`config.mk`:
```
export PLATFORM = sky130hd
export DESIGN_NAME = simple_regex_line_matcher_top
export DESIGN_NICKNAME = d
export VERILOG_FILES = /design/src/rtl/slm_pkg.sv /design/src/rtl/slm_cfg_regs.sv /design/src/rtl/slm_nfa_step.sv /design/src/rtl/simple_regex_line_matcher_top.sv
export VERILOG_INCLUDE_DIRS = /design/src /design/src/rtl
export SDC_FILE = /design/constraint.sdc
export NUM_CORES = 1
export LEC_CHECK = 0
export BUFFER_PORTS_ARGS = -buffer_cell sky130_fd_sc_hd__buf_2
export CORE_ASPECT_RATIO = 0.5
export CORE_MARGIN = 2
export CORE_UTILIZATION = 40
export CTS_CLUSTER_DIAMETER = 120
export DETAILED_ROUTE_END_ITERATION = 10
export PLACE_DENSITY_LB_ADDON = 0.25
export SLEW_MARGIN = 20
export SYNTH_ARGS = -nofsm -noshare
export SYNTH_HDL_FRONTEND = slang
export SYNTH_SLANG_ARGS = --single-unit
```
`constraint.sdc`:
```
create_clock -name i_clk -period 3.8 [get_ports i_clk]
set_input_delay 1.14 -clock i_clk [delete_from_list [all_inputs] [get_ports i_clk]]
set_output_delay 1.14 -clock i_clk [all_outputs]
set_load 0.01 [all_outputs]
```
`src/rtl/assert_macros.svh`:
```
// Assertion macros shared by the line matcher RTL.
// No dependencies; define NO_ASSERTIONS to compile the checks away.
`ifndef ASSERT_MACROS_SVH
`define ASSERT_MACROS_SVH

`ifndef NO_ASSERTIONS

// Same-cycle implication, disabled while reset is asserted (active low).
`define ASSERT_IMPL(lbl, clk, rst_n, ante, cons) \
    lbl: assert property (@(posedge clk) disable iff (!(rst_n)) (ante) |-> (cons)) \
        else $error("assertion failed");

// Next-cycle implication, disabled while reset is asserted (active low).
`define ASSERT_NEXT(lbl, clk, rst_n, ante, cons) \
    lbl: assert property (@(posedge clk) disable iff (!(rst_n)) (ante) |=> (cons)) \
        else $error("assertion failed");

`else

`define ASSERT_IMPL(lbl, clk, rst_n, ante, cons)
`define ASSERT_NEXT(lbl, clk, rst_n, ante, cons)

`endif

`endif

```
`src/rtl/slm_pkg.sv`:
```
// Shared types and constants of the regex line matcher.
// No dependencies.
`default_nettype none

package slm_pkg;

    // Largest number of pattern elements supported
    localparam int PATTERN_MAX_DEF = 12;

    // Field widths
    localparam int ELEM_W     = 10;
    localparam int HALF_W     = 60;
    localparam int PAT_W      = 2 * HALF_W;
    localparam int LEN_W      = 4;
    localparam int CFG_IDX_W  = 3;
    localparam int CFG_DATA_W = 60;
    localparam int COUNT_W    = 32;
    localparam int OUT_DATA_W = 40;

    // Configuration register indexes
    typedef enum logic [CFG_IDX_W-1:0] {
        CFG_PATTERN_LOW    = 3'd0,
        CFG_PATTERN_HIGH   = 3'd1,
        CFG_PATTERN_LENGTH = 3'd2,
        CFG_ANCHOR_START   = 3'd3,
        CFG_ANCHOR_END     = 3'd4
    } t_cfg_idx;

    // One pattern element: starred bit 9, any-char bit 8, literal char 7:0
    typedef struct packed {
        logic       star;
        logic       any;
        logic [7:0] ch;
    } t_elem;

    // Configuration as seen by the matcher core
    typedef struct packed {
        logic [PAT_W-1:0] pattern;
        logic [LEN_W-1:0] length;
        logic             anchor_start;
        logic             anchor_end;
    } t_cfg;

    // Per-item flags out of the NFA step
    typedef struct packed {
        logic found;
        logic hit;
    } t_step_flags;

endpackage

`default_nettype wire

```
`src/rtl/slm_cfg_regs.sv`:
```
// Configuration register file of the regex line matcher.
// Depends on slm_pkg.
`default_nettype none

module slm_cfg_regs (
    input  wire logic                           i_clk,
    input  wire logic                           i_rst_n,
    input  wire logic                           i_cfg_valid,
    output logic                                o_cfg_ready,
    input  wire logic [slm_pkg::CFG_IDX_W-1:0]  i_cfg_index,
    input  wire logic [slm_pkg::CFG_DATA_W-1:0] i_cfg_data,
    output slm_pkg::t_cfg                       o_cfg
);

    logic [slm_pkg::HALF_W-1:0] r_pat_low;
    logic [slm_pkg::HALF_W-1:0] r_pat_high;
    logic [slm_pkg::LEN_W-1:0]  r_length;
    logic                       r_anchor_start;
    logic                       r_anchor_end;

    assign o_cfg_ready = 1'b1;

    // Register writes, one per transfer
    always_ff @(posedge i_clk) begin
        if (!i_rst_n) begin
            r_pat_low      <= '0;
            r_pat_high     <= '0;
            r_length       <= '0;
            r_anchor_start <= 1'b0;
            r_anchor_end   <= 1'b0;
        end else if (i_cfg_valid) begin
            case (slm_pkg::t_cfg_idx'(i_cfg_index))
                slm_pkg::CFG_PATTERN_LOW:    r_pat_low      <= i_cfg_data;
                slm_pkg::CFG_PATTERN_HIGH:   r_pat_high     <= i_cfg_data;
                slm_pkg::CFG_PATTERN_LENGTH: r_length       <= i_cfg_data[slm_pkg::LEN_W-1:0];
                slm_pkg::CFG_ANCHOR_START:   r_anchor_start <= i_cfg_data[0];
                slm_pkg::CFG_ANCHOR_END:     r_anchor_end   <= i_cfg_data[0];
                default: ;
            endcase
        end
    end

    assign o_cfg.pattern      = {r_pat_high, r_pat_low};
    assign o_cfg.length       = r_length;
    assign o_cfg.anchor_start = r_anchor_start;
    assign o_cfg.anchor_end   = r_anchor_end;

endmodule

`default_nettype wire

```
`src/rtl/slm_nfa_step.sv`:
```
// One-byte update of the bit-parallel NFA of the regex line matcher.
// Depends on slm_pkg; purely combinational.
`default_nettype none

module slm_nfa_step #(
    parameter int PATTERN_MAX = slm_pkg::PATTERN_MAX_DEF
) (
    input  wire slm_pkg::t_cfg        i_cfg,
    input  wire logic [PATTERN_MAX:0] i_active,
    input  wire logic                 i_at_start,
    input  wire logic                 i_found,
    input  wire logic [7:0]           i_byte,
    input  wire logic                 i_has_byte,
    output logic [PATTERN_MAX:0]      o_active,
    output slm_pkg::t_step_flags      o_flags
);

    localparam int LW = $clog2(PATTERN_MAX + 1);
    localparam logic [slm_pkg::LEN_W-1:0] PMAX_L = slm_pkg::LEN_W'(PATTERN_MAX);

    logic [LW-1:0]          len;
    slm_pkg::t_elem         elem [PATTERN_MAX];
    logic [PATTERN_MAX-1:0] star;
    logic                   unanch;
    logic                   tail;
    logic [PATTERN_MAX:0]   cur;
    logic [PATTERN_MAX:0]   adv;
    logic [PATTERN_MAX:0]   nxt;
    logic                   found1;

    // Spread live positions forward across starred elements, drop past len
    function automatic logic [PATTERN_MAX:0] close_set(
        input logic [PATTERN_MAX:0]   set,
        input logic [LW-1:0]          n,
        input logic [PATTERN_MAX-1:0] st
    );
        logic [PATTERN_MAX:0] s;
        s = set;
        for (int i = 0; i < PATTERN_MAX; i++) begin
            if ((LW'(i) < n) && s[i] && st[i]) s[i+1] = 1'b1;
        end
        for (int j = 0; j <= PATTERN_MAX; j++) begin
            if (LW'(j) > n) s[j] = 1'b0;
        end
        return s;
    endfunction

    // Clamp the length and slice out the elements
    assign len = (i_cfg.length > PMAX_L) ? LW'(PATTERN_MAX) : LW'(i_cfg.length);

    always_comb begin
        for (int k = 0; k < PATTERN_MAX; k++) begin
            elem[k] = slm_pkg::t_elem'(i_cfg.pattern[k*slm_pkg::ELEM_W +: slm_pkg::ELEM_W]);
            star[k] = elem[k].star;
        end
    end

    assign unanch = ~i_cfg.anchor_start;
    assign tail   = i_cfg.anchor_end;

    // Positions live before the byte, with a fresh start where allowed
    assign cur    = close_set(i_active | (PATTERN_MAX+1)'(unanch | i_at_start), len, star);
    assign found1 = i_found | (~tail & cur[len]);

    // Consume the byte: a starred element stays, a plain one moves on
    always_comb begin
        adv = '0;
        for (int i = 0; i < PATTERN_MAX; i++) begin
            if ((LW'(i) < len) && cur[i] && (elem[i].any || (elem[i].ch == i_byte))) begin
                if (elem[i].star) adv[i]   = 1'b1;
                else              adv[i+1] = 1'b1;
            end
        end
    end

    // Result flags and the stored vector
    always_comb begin
        if (i_has_byte) begin
            nxt           = close_set(adv | (PATTERN_MAX+1)'(unanch), len, star);
            o_active      = adv;
            o_flags.found = found1 | (~tail & nxt[len]);
        end else begin
            nxt           = cur;
            o_active      = i_active;
            o_flags.found = found1;
        end
        o_flags.hit = o_flags.found | (tail & nxt[len]);
    end

endmodule

`default_nettype wire

```
`src/rtl/simple_regex_line_matcher_top.sv`:
```
// Regex line matcher: an accepted item is held in the input register and its line result is
// registered in the result register; throughput one byte per cycle while the result register
// can take it, set by the combinational NFA update in between. An output stall holds the input.
// Synchronous active-low reset clears valid flags, matcher state and count; no clearing pass.
// Depends on slm_pkg, slm_cfg_regs, slm_nfa_step and assert_macros.svh.
`default_nettype none
`include "assert_macros.svh"

module simple_regex_line_matcher_top #(
    parameter int PATTERN_MAX = slm_pkg::PATTERN_MAX_DEF
) (
    input  wire logic                           i_clk,
    input  wire logic                           i_rst_n,
    // text stream in
    input  wire logic                           i_s_axis_tvalid,
    output logic                                o_s_axis_tready,
    input  wire logic [7:0]                     i_s_axis_tdata,  // [7:0] text_byte
    input  wire logic                           i_s_axis_tuser,  // [0] has_byte
    input  wire logic                           i_s_axis_tlast,  // line_last
    // line results out
    output logic                                o_m_axis_tvalid,
    input  wire logic                           i_m_axis_tready,
    output logic [slm_pkg::OUT_DATA_W-1:0]      o_m_axis_tdata,  // [0] line_matched,
                                                                 // [32:1] match_total, rest 0
    // configuration writes
    input  wire logic                           i_cfg_valid,
    output logic                                o_cfg_ready,
    input  wire logic [slm_pkg::CFG_IDX_W-1:0]  i_cfg_index,
    input  wire logic [slm_pkg::CFG_DATA_W-1:0] i_cfg_data
);

    localparam logic [PATTERN_MAX:0] ACT_RESET = (PATTERN_MAX+1)'(1);

    slm_pkg::t_cfg        cfg;
    slm_pkg::t_step_flags flags;
    logic [PATTERN_MAX:0] step_active;

    logic                 r_in_valid;
    logic [7:0]           r_in_byte;
    logic                 r_in_has;
    logic                 r_in_last;
    logic [PATTERN_MAX:0] r_active;
    logic                 r_at_start;
    logic                 r_found;
    logic [slm_pkg::COUNT_W-1:0] r_match_total;
    logic [slm_pkg::COUNT_W-1:0] n_match_total;
    logic                 r_out_valid;
    logic                 r_out_matched;
    logic                 r_adv;
    logic                 adv;

    slm_cfg_regs u_cfg (
        .i_clk       (i_clk),
        .i_rst_n     (i_rst_n),
        .i_cfg_valid (i_cfg_valid),
        .o_cfg_ready (o_cfg_ready),
        .i_cfg_index (i_cfg_index),
        .i_cfg_data  (i_cfg_data),
        .o_cfg       (cfg)
    );

    slm_nfa_step #(.PATTERN_MAX(PATTERN_MAX)) u_step (
        .i_cfg      (cfg),
        .i_active   (r_active),
        .i_at_start (r_at_start),
        .i_found    (r_found),
        .i_byte     (r_in_byte),
        .i_has_byte (r_in_has),
        .o_active   (step_active),
        .o_flags    (flags)
    );

    // The held item moves on when the result register can take it
    assign adv             = r_in_valid & (~r_out_valid | i_m_axis_tready);
    assign o_s_axis_tready = ~r_in_valid | adv;
    assign n_match_total   = r_match_total + slm_pkg::COUNT_W'(flags.hit);

    // Input register
    always_ff @(posedge i_clk) begin
        if (!i_rst_n) begin
            r_in_valid <= 1'b0;
        end else if (o_s_axis_tready) begin
            r_in_valid <= i_s_axis_tvalid;
        end
    end

    always_ff @(posedge i_clk) begin
        if (o_s_axis_tready) begin
            r_in_byte <= i_s_axis_tdata;
            r_in_has  <= i_s_axis_tuser;
            r_in_last <= i_s_axis_tlast;
        end
    end

    // Matcher state; an item with no byte that is not last changes nothing
    always_ff @(posedge i_clk) begin
        if (!i_rst_n) begin
            r_active      <= ACT_RESET;
            r_at_start    <= 1'b1;
            r_found       <= 1'b0;
            r_match_total <= '0;
        end else if (adv && r_in_last) begin
            r_active      <= ACT_RESET;
            r_at_start    <= 1'b1;
            r_found       <= 1'b0;
            r_match_total <= n_match_total;
        end else if (adv && r_in_has) begin
            r_active      <= step_active;
            r_at_start    <= 1'b0;
            r_found       <= flags.found;
        end
    end

    // Result register
    always_ff @(posedge i_clk) begin
        if (!i_rst_n) begin
            r_out_valid <= 1'b0;
            r_adv       <= 1'b0;
        end else begin
            r_adv <= adv & r_in_last;
            if (adv && r_in_last) begin
                r_out_valid <= 1'b1;
            end else if (i_m_axis_tready) begin
                r_out_valid <= 1'b0;
            end
        end
    end

    always_ff @(posedge i_clk) begin
        if (adv && r_in_last) begin
            r_out_matched <= flags.hit;
        end
    end

    assign o_m_axis_tvalid = r_out_valid;
    assign o_m_axis_tdata  = {{(slm_pkg::OUT_DATA_W-slm_pkg::COUNT_W-1){1'b0}},
                              r_match_total, r_out_matched};

    // A line end always leaves a result and a fresh line state behind
    `ASSERT_NEXT(a_line_end_result, i_clk, i_rst_n, adv && r_in_last, r_out_valid && r_adv)
    `ASSERT_NEXT(a_line_end_clear, i_clk, i_rst_n, adv && r_in_last, (r_active == ACT_RESET) && r_at_start && !r_found)
    // The count only moves with a line end
    `ASSERT_NEXT(a_count_hold, i_clk, i_rst_n, !(adv && r_in_last), $stable(r_match_total))
    // An empty input register never blocks the stream
    `ASSERT_IMPL(a_ready_empty, i_clk, i_rst_n, !r_in_valid, o_s_axis_tready)

endmodule

`default_nettype wire

```
# After elaboration in Yosys (flattened, before gate mapping)
# Index checks and enable logic that the tools add are counted.
[word_totals]
ff_bits = 186
input_bits = 78
output_inout_bits = 43
[classes]
n_addsub = 1
n_lt_le_gt_ge = 27
eq_ne = 16
n_mux = 121
bitwise = 17
n_reduce_logical = 95
[op_table]
columns = ["operator", "count"]
rows = [
  ["two-way mux 1 bit", 104],
  ["== test 8 bit", 12],
  ["logical AND 1 bit", 74],
  ["adder 32 x 1 -> 32 bit", 1],
  ["two-way mux 2 bit", 12],
  ["greater-than comparator 4 bit, first input constant", 5],
  ["greater-than comparator 3 x 4 -> 1 bit, first input constant", 4],
  ["less-than comparator 3 x 4 -> 1 bit, first input constant", 4],
  ["less-than comparator 4 bit, first input constant", 4],
  ["two-way mux 13 bit", 1],
  ["OR 13 x 1 -> 13 bit", 1],
  ["OR 13 bit", 1],
  ["binary-select mux 1 bit (select 4 bit)", 3],
  ["logical OR 1 bit", 12],
  ["AND reduction 2 bit", 6],
  ["greater-than comparator 1 x 4 -> 1 bit, first input constant", 2],
  ["greater-than comparator 2 x 4 -> 1 bit, first input constant", 2],
  ["less-than comparator 1 x 4 -> 1 bit, first input constant", 2],
  ["less-than comparator 2 x 4 -> 1 bit, first input constant", 2],
  ["== test 3 x 2 -> 1 bit, second input constant", 2],
  ["OR 1 bit", 6],
  ["less-than comparator 4 x 5 -> 1 bit, second input constant", 1],
  ["inverter 1 bit", 5],
  ["bitwise AND 1 bit", 4],
  ["7 further kinds", 7],
]

# Depth between registers and ports, before layout
[depth]
word_depth = 97
ltp_mapped = 20

# Cells and area by module
# A second synthesis with hierarchy kept.
[hier_totals]
hier_cells = 1204
hier_area_um2 = 10621.4
[modules_own_cells]
columns = ["module", "instances", "cells_per_inst", "area_per_inst_um2", "seq_area_each_um2"]
rows = [
  ["slm_cfg_regs", 1, 483, 4849.7, 2522.4],
  ["slm_nfa_step", 1, 423, 3005.4, 0.0],
  ["simple_regex_line_matcher_top", 1, 298, 2766.4, 1311.3],
]

# Least setup slack after synthesis
# No wires, ideal clock.
[synth_path]
kind = "register -> register"
startpoint = "reg r_in_byte[6]"
endpoint = "reg r_match_total[28] (netlist name)"
setup_ns = 0.115
arrival_ns = 3.921
slack_ns = -0.235
stages_incl_launch_ff = 19
path_cell_list = "edfxtp_1 -> xor2_1 -> nor4_1 -> a41o_1 -> nand3_1 -> a311oi_1 -> a2111oi_0 -> a211oi_1 -> and3b_2 -> a221oi_2 -> nor4_1 -> a41oi_1 -> a31o_1 -> ha_1 -> and3_1 -> clkbuf_1 -> nand4_1 -> xnor2_1 -> and2_1"
[synth_rtl]
columns = ["item", "line_no", "text"]
rows = [
  ["from (decl)", "simple_regex_line_matcher_top.sv:39", "logic [7:0] r_in_byte;"],
  ["from (signal assigned)", "simple_regex_line_matcher_top.sv:89", "r_in_byte <= i_s_axis_tdata;"],
  ["to (signal assigned)", "simple_regex_line_matcher_top.sv:106", "r_match_total <= n_match_total;"],
  ["to (decl)", "simple_regex_line_matcher_top.sv:45", "logic [slm_pkg::COUNT_W-1:0] r_match_total;"],
]

==> reports/summary.txt <==
core box area: 0.02313 mm²
Peak Freq: 0.2200 GHz
Period minus WS final: 4.546 ns
most common cell in the netlist: nand2_1
Initial Utilization: 0.4136
min-delay worst type: register to register
cell area power density: 342.1 mW/mm²
Final WS setup: -0.7465 ns
Initial DRC Count: 725
register-to-register setup slack: -0.75 ns
worst hold slack: 0.4704 ns
gr usage total: 0.2355
share of cells above drive strength 1: 0.2585
vias in the first global route: 8666
FF+latch count, synth: 186
synth unique cells: 70
Congestion Overflow GR: 0
Rows: 39
Worst Max-Slew Pin Slew: 0.7706 ns
global-route wire length before repair: 46840 µm
DRT Pass-1 Iters: 5
WS Path Type: register to register
CP required: 4.15 ns
RD Place Congestion: 0.9089
cell area after synthesis: 0.009565 mm²
register area share after synthesis: 0.4008
number of synthesized flops with an enable pin: 11
vias per inst: 5.205
CTS tree: done
antenna violations before repair: 2
total power: 4207 µW
post-DP HPWL: 20660 µm
Slew HR: 0.4862
clk_lat worst skew: 0.45 ns
root cell of the clock tree: clkbuf_16
Final ANT Viol Nets: 0
number of fillers in the final layout: 2185
Post-Syn Instances: 1164
CTS buffer count: 17
Ys Warns: 0
Final Setup Violations: 32
Buffers on Ports: 112
status: complete, but fails checks
Die X-Extent: 222.7 µm
largest net degree at the start of global routing: 108
H-tree depth: 4
Avg WL per Cell: 17.28 µm
CP Capture Type: register
wirelength, routed: 29220 µm
Slew Viols, Final: 0
Sink Count: 186
Residual DRC: 0
top cells by count, synth: 280 x nand2_1, 175 x dfxtp_1, 125 x a21boi_0, 74 x xor2_1
ys flop type: dfxtp_1
dominant cells by area after synthesis: dfxtp_1 37%, nand2_1 11%, a21boi_0 9.8%, xor2_1 6.8%, xnor2_1 4.7%
arrival time worst endpoint: 4.90 ns
Clock transition at path regs: 0.07 ns
mean post-synth cell area: 8.218 µm²
MaxCap Viol Count: 0
Worst Setup Start Kind: register
RSZ-0062 raised after global routing: true
vias post-DR: 8801
Leakage Power: 0.004883 µW
synthesis-to-finish area growth: 28.58%
Final #Nets: 1448
Max rail drop VDD: 223.0 µV
maximum root-to-sink buffer count: 2
Die Ht: 113.3 µm
ys async rst share: 0
failing checks: setup timing
die area: 0.02524 mm²
final period utilization: 1.196
num ports: 121
crit-path max FO: 5
Yosys top cell by area: dfxtp_1
Fin Clk Skew: 0.01215 ns
Final Hold Viols: 0
Synth top area share: 0.3663
[critical path, cell delays in order (launching register included)]
cell and delay, ns:
edfxtp_1 0.50, xor2_1 0.22, nor4_2 0.33, a41o_1 0.34
a22oi_2 0.13, a311oi_2 0.43, a2111oi_4 0.14, a211oi_2 0.20
buf_4 0.15, and3b_2 0.23, a221oi_4 0.32, buf_4 0.16
o2111ai_2 0.10, nand3_2 0.11, a31o_4 0.16, ha_4 0.16
and3_4 0.23, buf_12 0.12, nand4_1 0.12, xnor2_1 0.15
and2_1 0.15
[final cells by class]
cell class	instances	area (µm²)	share of cell area
diodes	3	7.507	0.0006104
clock buffers	19	452.9	0.03683
clock inverters	13	120.1	0.009766
inverters	19	71.32	0.005799
multi-input cells	886	5672	0.4611
flip-flops and latches	186	3835	0.3118
well taps	307	384.1	0.03123
repair buffers	258	1757	0.1428
[state kept, by name, summed over array words and instances (netlist names), 4 cells and up]
register and count:
r_active 13, r_in_byte 8, r_match_total 32, u_cfg.r_length 4, u_cfg.r_pat_high 60, u_cfg.r_pat_low 60
[cells by family after synthesis]
family                   after synthesis  share of synthesized area
buffers and inverters                 98                    0.04617
flip-flops                           186                     0.4008
AO/OA/AOI/OAI                        262                     0.2022
XOR/XNOR                             125                     0.1145
multiplexers                           6                   0.006279
AND/OR/NAND/NOR                      483                     0.2267
adder cells (fa/ha/maj)                2                   0.002616
other                                  2                  0.0007851
[final timing paths]
| path | from | end | cells past startpoint |
|---|---|---|---|
| hold / removal | u_cfg.r_pat_low[48] | u_cfg.r_pat_low[48] | 2 |
| setup / recovery | r_in_byte[3] | r_match_total[28] | 20 |
| setup reg to reg | r_in_byte[3] | r_match_total[28] | 20 |
| hold reg to reg | u_cfg.r_pat_low[48] | u_cfg.r_pat_low[48] | 2 |
[per-stage QoR]
step | setup WS (ns) | area [µm²] | util | setup TNS, ns | instances
after global routing | -0.9044 | 12290 | 0.5314 | -25.66 | 1688
after floorplan | -0.002485 | 9671 | - | -0.002485 | 1170
final | -0.7465 | 12300 | 0.5318 | -20.26 | 1691
after global placement | -0.7552 | 11220 | 0.4851 | -21.11 | 1636
after CTS | -0.5619 | 12000 | 0.5190 | -15.16 | 1679
after detailed placement | -0.8459 | 11220 | 0.4851 | -23.17 | 1636
[routing by layer]
| layer | GRT usage | routed length [µm] |
|---|---|---|
| met1 | 0.3219 | 14110 |
| met2 | 0.3831 | 13360 |
| met3 | 0.04674 | 1441 |
| met4 | 0.05906 | 313 |
| met5 | 0 | 0 |
[what timing repair did]
| item | 4_1_cts | 5_1_grt |
|---|---|---|
| pin swaps | 24 | 29 |
| cloned | 0 | 1 |
| buffers inserted | 11 | 8 |
| setup endpoints to repair | 32 | 34 |
| resized for setup | 33 | 39 |
| hold buffers | 0 | 0 |
[cell usage in the layout (no fill, tap or decap), types with 13 or more instances in the layout]
| master | netlist | routed |
|---|---|---|
| and2_1 | 38 | 37 |
| xnor2_1 | 51 | 49 |
| a21oi_1 | 25 | 24 |
| nand4_1 | 13 | 13 |
| nor2_1 | 57 | 53 |
| buf_2 | 5 | 111 |
| nand3_1 | 26 | 17 |
| clkbuf_16 | 0 | 18 |
| nand2_1 | 280 | 269 |
| inv_1 | 19 | 19 |
| o21ai_0 | 23 | 22 |
| buf_4 | 14 | 135 |
| nor4_1 | 18 | 13 |
| a21boi_0 | 125 | 122 |
| xor2_1 | 74 | 74 |
| dfxtp_1 | 175 | 174 |
[power breakdown]
group	switching (µW)	total (µW)	internal, µW
registers	36.2	2050	2010
logic	229	411	182
clock network	811	1750	939
total	1080	4210	3130
Note: power is estimated with default switching activity, not from simulation.
